<file path="src/hw/rtl/stt_pkg.sv">
// types and constants shared by the software timer table
// no dependencies
package stt_pkg;

  localparam int unsigned MaxResults = 16;
  localparam int unsigned CountW     = 5;

  typedef enum logic [1:0] {
    REQ_CREATE = 2'd0,
    REQ_DELETE = 2'd1,
    REQ_TICK   = 2'd2,
    REQ_NONE   = 2'd3
  } req_type_e;

  typedef enum logic [2:0] {
    KIND_CREATED = 3'd0,
    KIND_FULL    = 3'd1,
    KIND_DELETED = 3'd2,
    KIND_EXPIRY  = 3'd3,
    KIND_NO_EXP  = 3'd4
  } kind_e;

  typedef struct packed {
    req_type_e   req_type;
    logic [3:0]  slot_id;
    logic [31:0] period_ticks;
    logic        one_shot;
    logic [7:0]  handler_tag;
    logic [31:0] cookie;
  } req_t;

  typedef struct packed {
    kind_e       kind;
    logic [3:0]  slot_out;
    logic [7:0]  tag_out;
    logic [31:0] cookie_out;
    logic        machine_mode;
    logic        last;
  } rsp_t;

  // contents of one timer slot
  typedef struct packed {
    logic        live;
    logic        one_shot;
    logic [63:0] deadline;
    logic [31:0] period;
    logic [7:0]  tag;
    logic [31:0] cookie;
  } slot_t;

endpackage

</file>
<file path="src/hw/rtl/stt_cell.sv">
// one timer slot cell of the rotating ring
// depends on stt_pkg
module stt_cell import stt_pkg::*; (
  input  logic  clk_i,
  input  logic  rst_ni,
  input  logic  shift_i,
  input  slot_t slot_i,
  output slot_t slot_o
);

  logic  live_q;
  slot_t data_q;

  always_ff @(posedge clk_i or negedge rst_ni) begin
    if (!rst_ni) begin
      live_q <= 1'b0;
    end else if (shift_i) begin
      live_q <= slot_i.live;
    end
  end

  always_ff @(posedge clk_i) begin
    if (shift_i) begin
      data_q <= slot_i;
    end
  end

  always_comb begin
    slot_o      = data_q;
    slot_o.live = live_q;
  end

endmodule

</file>
<file path="src/hw/rtl/software_timer_table.sv">
// software timer table: create, delete and tick over a rotating ring of slot cells
// create, delete and tick each rotate the ring once through all NUM_SLOTS slots, then
// present the final item; a new request is taken only in idle, once that item is loaded
// the ring moves one slot past the head compare unit per cycle, stalling on back-pressure
// reset clears the tick counter and every slot's live flag; no clearing pass
module software_timer_table import stt_pkg::*; #(
  parameter int unsigned NUM_SLOTS = 16
) (
  input  logic clk_i,
  input  logic rst_ni,
  input  logic in_valid_i,
  output logic in_ready_o,
  input  req_t req_i,
  output logic out_valid_o,
  input  logic out_ready_i,
  output rsp_t rsp_o
);

  localparam int unsigned IdxW  = (NUM_SLOTS > 1) ? $clog2(NUM_SLOTS) : 1;
  localparam int unsigned StepW = IdxW + 1;

  typedef enum logic [2:0] {
    ST_IDLE = 3'b001,
    ST_SCAN = 3'b010,
    ST_DONE = 3'b100
  } state_e;

  state_e state_q, state_d;
  req_t   req_q;
  logic [63:0] tick_q;
  logic [StepW-1:0] step_q;
  logic [CountW-1:0] nexp_q;
  logic found_q;
  logic [IdxW-1:0] fslot_q;
  logic pend_v_q;
  rsp_t pend_q;
  logic out_v_q, out_v_d;
  rsp_t out_q;

  // ring of cells; cell 0 is the head, the modified head re-enters at the tail
  slot_t ring_q [NUM_SLOTS];
  slot_t head_new;
  logic  shift;

  for (genvar g = 0; g < NUM_SLOTS; g++) begin : g_cell
    slot_t cell_in;
    if (g == NUM_SLOTS - 1) begin : g_tail
      assign cell_in = head_new;
    end else begin : g_mid
      assign cell_in = ring_q[g+1];
    end
    stt_cell u_cell (
      .clk_i  (clk_i),
      .rst_ni (rst_ni),
      .shift_i(shift),
      .slot_i (cell_in),
      .slot_o (ring_q[g])
    );
  end

  slot_t head;
  logic [IdxW-1:0] idx;
  logic due, out_busy, stall, push_pend, out_load;
  rsp_t exp_rsp;

  assign head     = ring_q[0];
  assign idx      = step_q[IdxW-1:0];
  assign out_busy = out_v_q && !out_ready_i;

  // head compare unit: one slot per cycle, unless stalled by back-pressure
  always_comb begin
    head_new  = head;
    due       = 1'b0;
    exp_rsp   = '0;
    case (req_q.req_type)
      REQ_CREATE: begin
        if (!found_q && !head.live) begin
          head_new.live     = 1'b1;
          head_new.one_shot = req_q.one_shot;
          head_new.period   = req_q.period_ticks;
          head_new.tag      = req_q.handler_tag;
          head_new.cookie   = req_q.cookie;
          head_new.deadline = tick_q + 64'(req_q.period_ticks);
        end
      end
      REQ_DELETE: begin
        if (9'(req_q.slot_id) == 9'(step_q)) begin
          head_new.live = 1'b0;
        end
      end
      REQ_TICK: begin
        due = head.live && (head.deadline <= tick_q) && (nexp_q < CountW'(MaxResults));
        if (due) begin
          head_new.live     = !head.one_shot;
          head_new.deadline = tick_q + 64'(head.period);
        end
      end
      default: ;
    endcase
    exp_rsp.kind         = KIND_EXPIRY;
    exp_rsp.slot_out     = 4'(idx);
    exp_rsp.tag_out      = head.tag;
    exp_rsp.cookie_out   = head.cookie;
    exp_rsp.machine_mode = (head.tag == 8'd0);
    exp_rsp.last         = 1'b0;
  end

  // an earlier expiry moves to the output when a later one shows up
  assign push_pend = (state_q == ST_SCAN) && due && pend_v_q;
  assign stall     = push_pend && out_busy;
  assign shift     = (state_q == ST_SCAN) && !stall;

  // output register loads a new item, else drops the one taken
  assign out_load = (push_pend && shift) || (state_q == ST_DONE && !out_busy);
  assign out_v_d  = out_load ? 1'b1 : (out_v_q && !out_ready_i);

  // final item of a request
  rsp_t fin_rsp;
  always_comb begin
    fin_rsp      = '0;
    fin_rsp.last = 1'b1;
    case (req_q.req_type)
      REQ_CREATE: begin
        fin_rsp.kind     = found_q ? KIND_CREATED : KIND_FULL;
        fin_rsp.slot_out = found_q ? 4'(fslot_q) : 4'd0;
      end
      REQ_DELETE: begin
        fin_rsp.kind     = KIND_DELETED;
        fin_rsp.slot_out = req_q.slot_id;
      end
      default: begin
        if (pend_v_q) begin
          fin_rsp      = pend_q;
          fin_rsp.last = 1'b1;
        end else begin
          fin_rsp.kind = KIND_NO_EXP;
        end
      end
    endcase
  end

  always_comb begin
    state_d = state_q;
    case (state_q)
      ST_IDLE: begin
        if (in_valid_i && req_i.req_type != REQ_NONE) state_d = ST_SCAN;
      end
      ST_SCAN: begin
        if (shift && step_q == StepW'(NUM_SLOTS - 1)) state_d = ST_DONE;
      end
      ST_DONE: begin
        if (!out_busy) state_d = ST_IDLE;
      end
      default: state_d = ST_IDLE;
    endcase
  end

  assign in_ready_o = (state_q == ST_IDLE);

  always_ff @(posedge clk_i or negedge rst_ni) begin
    if (!rst_ni) begin
      state_q  <= ST_IDLE;
      tick_q   <= '0;
      step_q   <= '0;
      nexp_q   <= '0;
      found_q  <= 1'b0;
      pend_v_q <= 1'b0;
      out_v_q  <= 1'b0;
    end else begin
      state_q <= state_d;
      out_v_q <= out_v_d;
      case (state_q)
        ST_IDLE: begin
          step_q   <= '0;
          nexp_q   <= '0;
          found_q  <= 1'b0;
          pend_v_q <= 1'b0;
          if (in_valid_i && req_i.req_type == REQ_TICK) tick_q <= tick_q + 64'd1;
        end
        ST_SCAN: begin
          if (shift) begin
            step_q <= step_q + StepW'(1);
            if (req_q.req_type == REQ_CREATE && !found_q && !head.live) begin
              found_q <= 1'b1;
            end
            if (due) begin
              pend_v_q <= 1'b1;
              nexp_q   <= nexp_q + CountW'(1);
            end
          end
        end
        default: ;
      endcase
    end
  end

  always_ff @(posedge clk_i) begin
    if (state_q == ST_IDLE && in_valid_i) req_q <= req_i;
    if (state_q == ST_SCAN && shift) begin
      if (req_q.req_type == REQ_CREATE && !found_q && !head.live) fslot_q <= idx;
      if (due) pend_q <= exp_rsp;
      if (push_pend) out_q <= pend_q;
    end
    if (state_q == ST_DONE && !out_busy) out_q <= fin_rsp;
  end

  assign out_valid_o = out_v_q;
  assign rsp_o       = out_q;

endmodule
</file>
<file path="config.mk">
export PLATFORM = sky130hd
export DESIGN_NAME = software_timer_table
export DESIGN_NICKNAME = d
export VERILOG_FILES = /design/src/hw/rtl/stt_pkg.sv /design/src/hw/rtl/stt_cell.sv /design/src/hw/rtl/software_timer_table.sv
export SDC_FILE = /design/constraint.sdc
export NUM_CORES = 2
export LEC_CHECK = 0
export BUFFER_PORTS_ARGS = -buffer_cell sky130_fd_sc_hd__buf_4
export CELL_PAD_IN_SITES_DETAIL_PLACEMENT = 1
export CELL_PAD_IN_SITES_GLOBAL_PLACEMENT = 1
export CORE_ASPECT_RATIO = 1.2
export CORE_UTILIZATION = 59
export DETAILED_ROUTE_END_ITERATION = 10
export GPL_ROUTABILITY_DRIVEN = 0
export PLACE_DENSITY_LB_ADDON = 0.1
export SLEW_MARGIN = 0
export SYNTH_ARGS = -nofsm -noshare
export SYNTH_HDL_FRONTEND = slang
export SYNTH_HIERARCHICAL = 1
export SYNTH_SLANG_ARGS = --single-unit
export TNS_END_PERCENT = 20
</file>
<file path="constraint.sdc">
create_clock -name clk_i -period 140.4 [get_ports clk_i]
set_input_delay 7.02 -clock clk_i [delete_from_list [all_inputs] [get_ports clk_i]]
set_output_delay 7.02 -clock clk_i [all_outputs]
set_load 0.005 [all_outputs]
</file>
* After elaboration in Yosys (flattened, before gate mapping) *
Index checks and enable logic that the tools add are counted.

storage, ports and cells
  register bits = 2,465
  bits of input ports = 83
  output and inout port bits = 51
  word-level logic and storage cells = 214

operators by class
  $add $sub $neg = 5
  magnitude comparators = 2
  eq/ne operators = 15
  multiplexer cells = 34
  reduce and logical (&&, ||, !) cells = 38

operators with widths
  operator                                               count
  2-to-1 mux 49 bit                                      3
  2-to-1 mux 138 bit                                     1
  adder 64 x 32 -> 64 bit                                2
  case mux 64 bit (2 select lines)                       1
  2-to-1 mux 72 bit                                      1
  adder 64 x 1 -> 64 bit, second input constant          1
  <= comparator 64 bit                                   1
  2-to-1 mux 64 bit                                      1
  2-to-1 mux 46 bit                                      1
  2-to-1 mux 42 bit                                      1
  case mux 5 bit (2 select lines)                        2
  logical AND 1 bit                                      17
  2-to-1 mux 5 bit                                       3
  case mux 7 bit (2 select lines)                        1
  2-to-1 mux 3 bit                                       4
  adder 5 x 1 -> 5 bit, second input constant            2
  2-to-1 mux 1 bit                                       10
  AND reduction 2 bit                                    5
  case mux 3 bit (3 select lines)                        1
  AND reduction 3 bit                                    3
  logical NOT 8 bit                                      1
  inequality test 2 bit, second input constant           4
  logical NOT 1 bit                                      6
  inequality test 2 x 1 -> 1 bit, second input constant  3
  other kinds (15)                                       19

* Logic depth before layout (Yosys ltp) *
  depth after elaboration = 12
  mapped depth = 15
  mapped depth without buffers = 12

* By module *
Netlist, hierarchy kept.

by module, submodules not included
  module                times used  cells each  area an instance (um2)  sequential area each (um2)
  stt_cell              16          140         4,161.5                 4,139.0
  software_timer_table  1           1,941       17,717.0                7,318.3

* Least setup slack after synthesis *
No wires, ideal clock.

  kind = in2reg
  start = input port out_ready_i
  end = register g_cell[0].u_cell.live_q
  library setup time = 0.213 ns
  data arrival time = 54.511 ns
  data required time = 140.187 ns
  setup slack = 85.676 ns
  stages = 5
  path buffers = 0
  path through = nor2b_1 > nand3_1 > nand3_1 > inv_1 > mux2_4

on the way
  word-level cells in the longest chain between the ends = 5

RTL lines
  item                    RTL line                     text
  start: declaration      software_timer_table.sv:15   input logic out_ready_i,
  logical NOT 1 bit       software_timer_table.sv:68   assign out_busy = out_v_q && !out_ready_i;
  logical AND 1 bit       software_timer_table.sv:68
  logical AND 1 bit       software_timer_table.sv:110  assign stall = push_pend && out_busy;
  logical NOT 1 bit       software_timer_table.sv:111  assign shift = (state_q == ST_SCAN) && !stall;
  logical AND 1 bit       software_timer_table.sv:111
  named net shift         software_timer_table.sv:43   logic shift;
  end signal: assignment  stt_cell.sv:18               live_q <= slot_i.live;
  end: declaration        stt_cell.sv:11               logic live_q;

The timed path passes the listed nets, and every way through them passes these cells.
A chain may end at the register's enable or synchronous reset.

* Worst setup path in the final report *
  start = input port out_ready_i
  end = register g_cell[2].u_cell.data_q (netlist bit g_cell[2].u_cell/slot_o[79]), enable pin

on the way
  word-level cells in the longest chain between the ends = 5

RTL lines
  item                    RTL line                     text
  logical NOT 1 bit       software_timer_table.sv:68
  logical AND 1 bit       software_timer_table.sv:68
  logical AND 1 bit       software_timer_table.sv:110
  logical NOT 1 bit       software_timer_table.sv:111
  logical AND 1 bit       software_timer_table.sv:111
  named net shift         software_timer_table.sv:43
  end signal: assignment  stt_cell.sv:24               data_q <= slot_i;
  end: declaration        stt_cell.sv:12               slot_t data_q;

The timed path passes the listed nets, and every way through them passes these cells.

==> impl_results.md <==
* Finish-stage setup viols at 0
* R2R Path Start: tick_q[32]
* Share of cells above drive strength 1 at 0.118
* Core ar. at 142,000 um^2
* Drt initial violations at ~2,700
* IO Port Bufs at around 130
* Die Width at 347 um
* Warnings from Yosys at 6
* Avg Synthesized Cell Area at 20.2 um^2
* Maximum vdd drop at 0.0000143 V
* RR Endpoint: g_cell[2].u_cell/slot_o[79]
* Remaining Overflow, GRT at 0
* Syn Nets at roughly 4,400
* Vias at 36,700
* Pin count of the biggest net entering global routing at around 220
* Sequential share of the synthesized area at 0.872
* Synth area leader: edfxtp_1
* Die Ht at between 400 and 500 um
* Max Slew Vio Count at 0
* Clk_lat worst skew at 0.86 ns
* Synth cell types at 89
* Detailed Routing Iterations Pass 1 at 5
* PostCTS Resize Cnt at 0
* Min Tclk post-route at 12.01 ns
* All-Layer GR Usage at 0.216
* Main flop type after synthesis: edfxtp_1
* Vias in the first global route at 38,100
* Fin nets at ~4,700
* Outcome: finished, final reports clean
* First-pass GRT wire length at 231,000 um
* Crit path capture type: register
* Clock buffer count from CTS at 220
* #FFs+latches synth at 2,465
* Yosys top cell area share at 0.844
* Initial Util at 0.596
* CTS Hold Bufs at 0
* CTS clk-pin slew, worst paths at 0.06 ns
* Top Ports at 134
* Vias per cell at between 5 and 6
* R2r setup slk at 131.75 ns
* Mapped Area at 84,300 um^2
* Reg2Reg Depth at 16
* CTS H-tree lvls at 4
* Synth top cells by count: edfxtp_1, nand2_1, ha_1
* Fill count at ~11,000
* Cells after synthesis at 4,181
* Cell Rows at 151
* Detailed Place HPWL at 94,700 um
* Cell area power density at 19.9 nW/um^2
* Max FO, Critical Path at 147
* Area growth syn-to-layout at 12.3%
* WP data arrival at roughly 12 ns
* Diodes inserted at 0
* Pleak at roughly 32 nW
* CTS tree: yes
* Initial antenna violation count at 6
* Final wirelength at around 150,000 um
* Crit share post-route at 0.0855
* Hold WC Path Type: register to register
* RSZ-0062 raised after global routing: no
* Critical Path Source Type: input pin
* Final Hold Violating Endpoints at 0
* Fmax at 83.3 MHz
* CTS max path bufs at 3
* CP Capture Point: g_cell[2].u_cell/slot_o[79]
* Crit Path Class: input pin to register
* Dominant cell by count in the synthesized netlist: edfxtp_1
* Worst Max-Slew Pin Slew at 1.17 ns
* Top cells by area, synth: edfxtp_1, dfrtp_1, ha_1
* Clock sinks at 2,465
* WL/cell at about 24 um
* Total power at 0.00189 W
* DIE AREA at 144,000 um^2
* Data required, critical path at 140.85 ns
* Root buffer cell: clkbuf_16
* Setup Skew at 0.0312 ns
* Rel. slew slack at 0.217
* CP startpoint: out_ready_i
* Post-CTS setup buffer count at 0
* DRC Markers at 0
* Async S/R FF share, synth at 0.0389
* MaxCap Viol Count at 0
* Setup TNS at 0 ns
* Number of synthesized flops with an enable pin at 2,369
* Antenna-violating nets left at 0
[flip-flops by register name (all words and copies together), names as in the netlist]
name and cells:
state_q 3, found_q 1, pend_q 45, req_q 79, rsp_o 49, tick_q 64
fslot_q 4, out_valid_o 1, nexp_q 5, step_q 5, pend_v_q 1, g_cell.u_cell/slot_o 2192
g_cell.u_cell/live_q 16
[through the flow]
stage	utilization	std cells	worst slack [ns]	hold slack, ns	cell area [um^2]
2_1_floorplan	-	4181	85.68	0.400	84300
3_3_place_gp	0.619	6099	127.74	0.400	87600
3_5_place_dp	0.619	6099	127.45	0.405	87600
4_1_cts	0.669	6509	128.51	0.398	94600
5_1_grt	0.669	6509	128.05	0.409	94600
6_report	0.669	6509	128.39	0.395	94600
[cell families after synthesis]
logic type | count (synthesis) | synth area share
buf+inv | 177 | 0.00896
fa+ha+maj | 134 | 0.0201
simple gates | 781 | 0.0445
xor+xnor | 149 | 0.0155
compound gates | 449 | 0.0346
mux | 26 | 0.00408
flops | 2465 | 0.872
[routing by layer]
layer,wire [um],global-route usage
met4,5500,0.0913
met3,5580,0.0301
met5,0,0
met2,75200,0.351
met1,67400,0.299
[placed cells by master (no fill, tap or decap), drive strengths merged, types with 16 or more instances in the layout]
master,n
buf,173
nor2b,57
a21o,26
mux2,19
inv,95
nor2,98
clkbuf,260
xnor2,118
o21ai,102
bufinv,19
ha,132
o211ai,21
nand4,41
nand2,372
a21oi,124
a211oi,17
edfxtp,2369
dfrtp,95
xor2,31
nor3,60
a22oi,21
nand3,47
and3,22
o21a,16
clkinv,113
o22ai,16
[how the worst min path moves through the flow]
stage | startpoint | to | slack [ns] | cells past startpoint
detailed placement | g_cell[1].u_cell/slot_o[57] | g_cell[0].u_cell/slot_o[57] | 0.41 | 0
finish | g_cell[3].u_cell/slot_o[82] | g_cell[2].u_cell/slot_o[82] | 0.39 | 0
CTS | g_cell[3].u_cell/slot_o[82] | g_cell[2].u_cell/slot_o[82] | 0.40 | 0
floorplan | g_cell[1].u_cell/slot_o[0] | g_cell[0].u_cell/slot_o[0] | 0.40 | 0
global route | g_cell[15].u_cell/slot_o[40] | g_cell[14].u_cell/slot_o[40] | 0.41 | 0
global placement | g_cell[15].u_cell/slot_o[51] | g_cell[14].u_cell/slot_o[51] | 0.40 | 0
[layout make-up]
class / instances / area [um^2] / area share
Clock inverter: 150 / 1340 / 0.0142
Tap cell: 1836 / 2300 / 0.0243
Timing Repair Buffer: 173 / 1350 / 0.0143
Sequential cell: 2465 / 73500 / 0.777
Inverter: 86 / 330 / 0.00349
Clock buffer: 260 / 5740 / 0.0606
Multi-Input combinational cell: 1539 / 10000 / 0.106
[power by group]
| group | switching (W) | total, W | internal, W |
|---|---|---|---|
| clock network | 0.000256 | 0.000583 | 0.000327 |
| registers | 0.0000612 | 0.00111 | 0.00105 |
| logic | 0.000149 | 0.000190 | 0.0000407 |
| total | 0.000466 | 0.00189 | 0.00142 |
[critical path, stage by stage]
cell     delay [ns]
buf_4          0.12
nor2b_1        0.10
nand3_1        0.22
nand3_1        0.35
inv_8          0.78
buf_4          0.88
buf_4          1.02
buf_4          0.78
buf_4          0.78
Power figures use the tool's default switching activity.
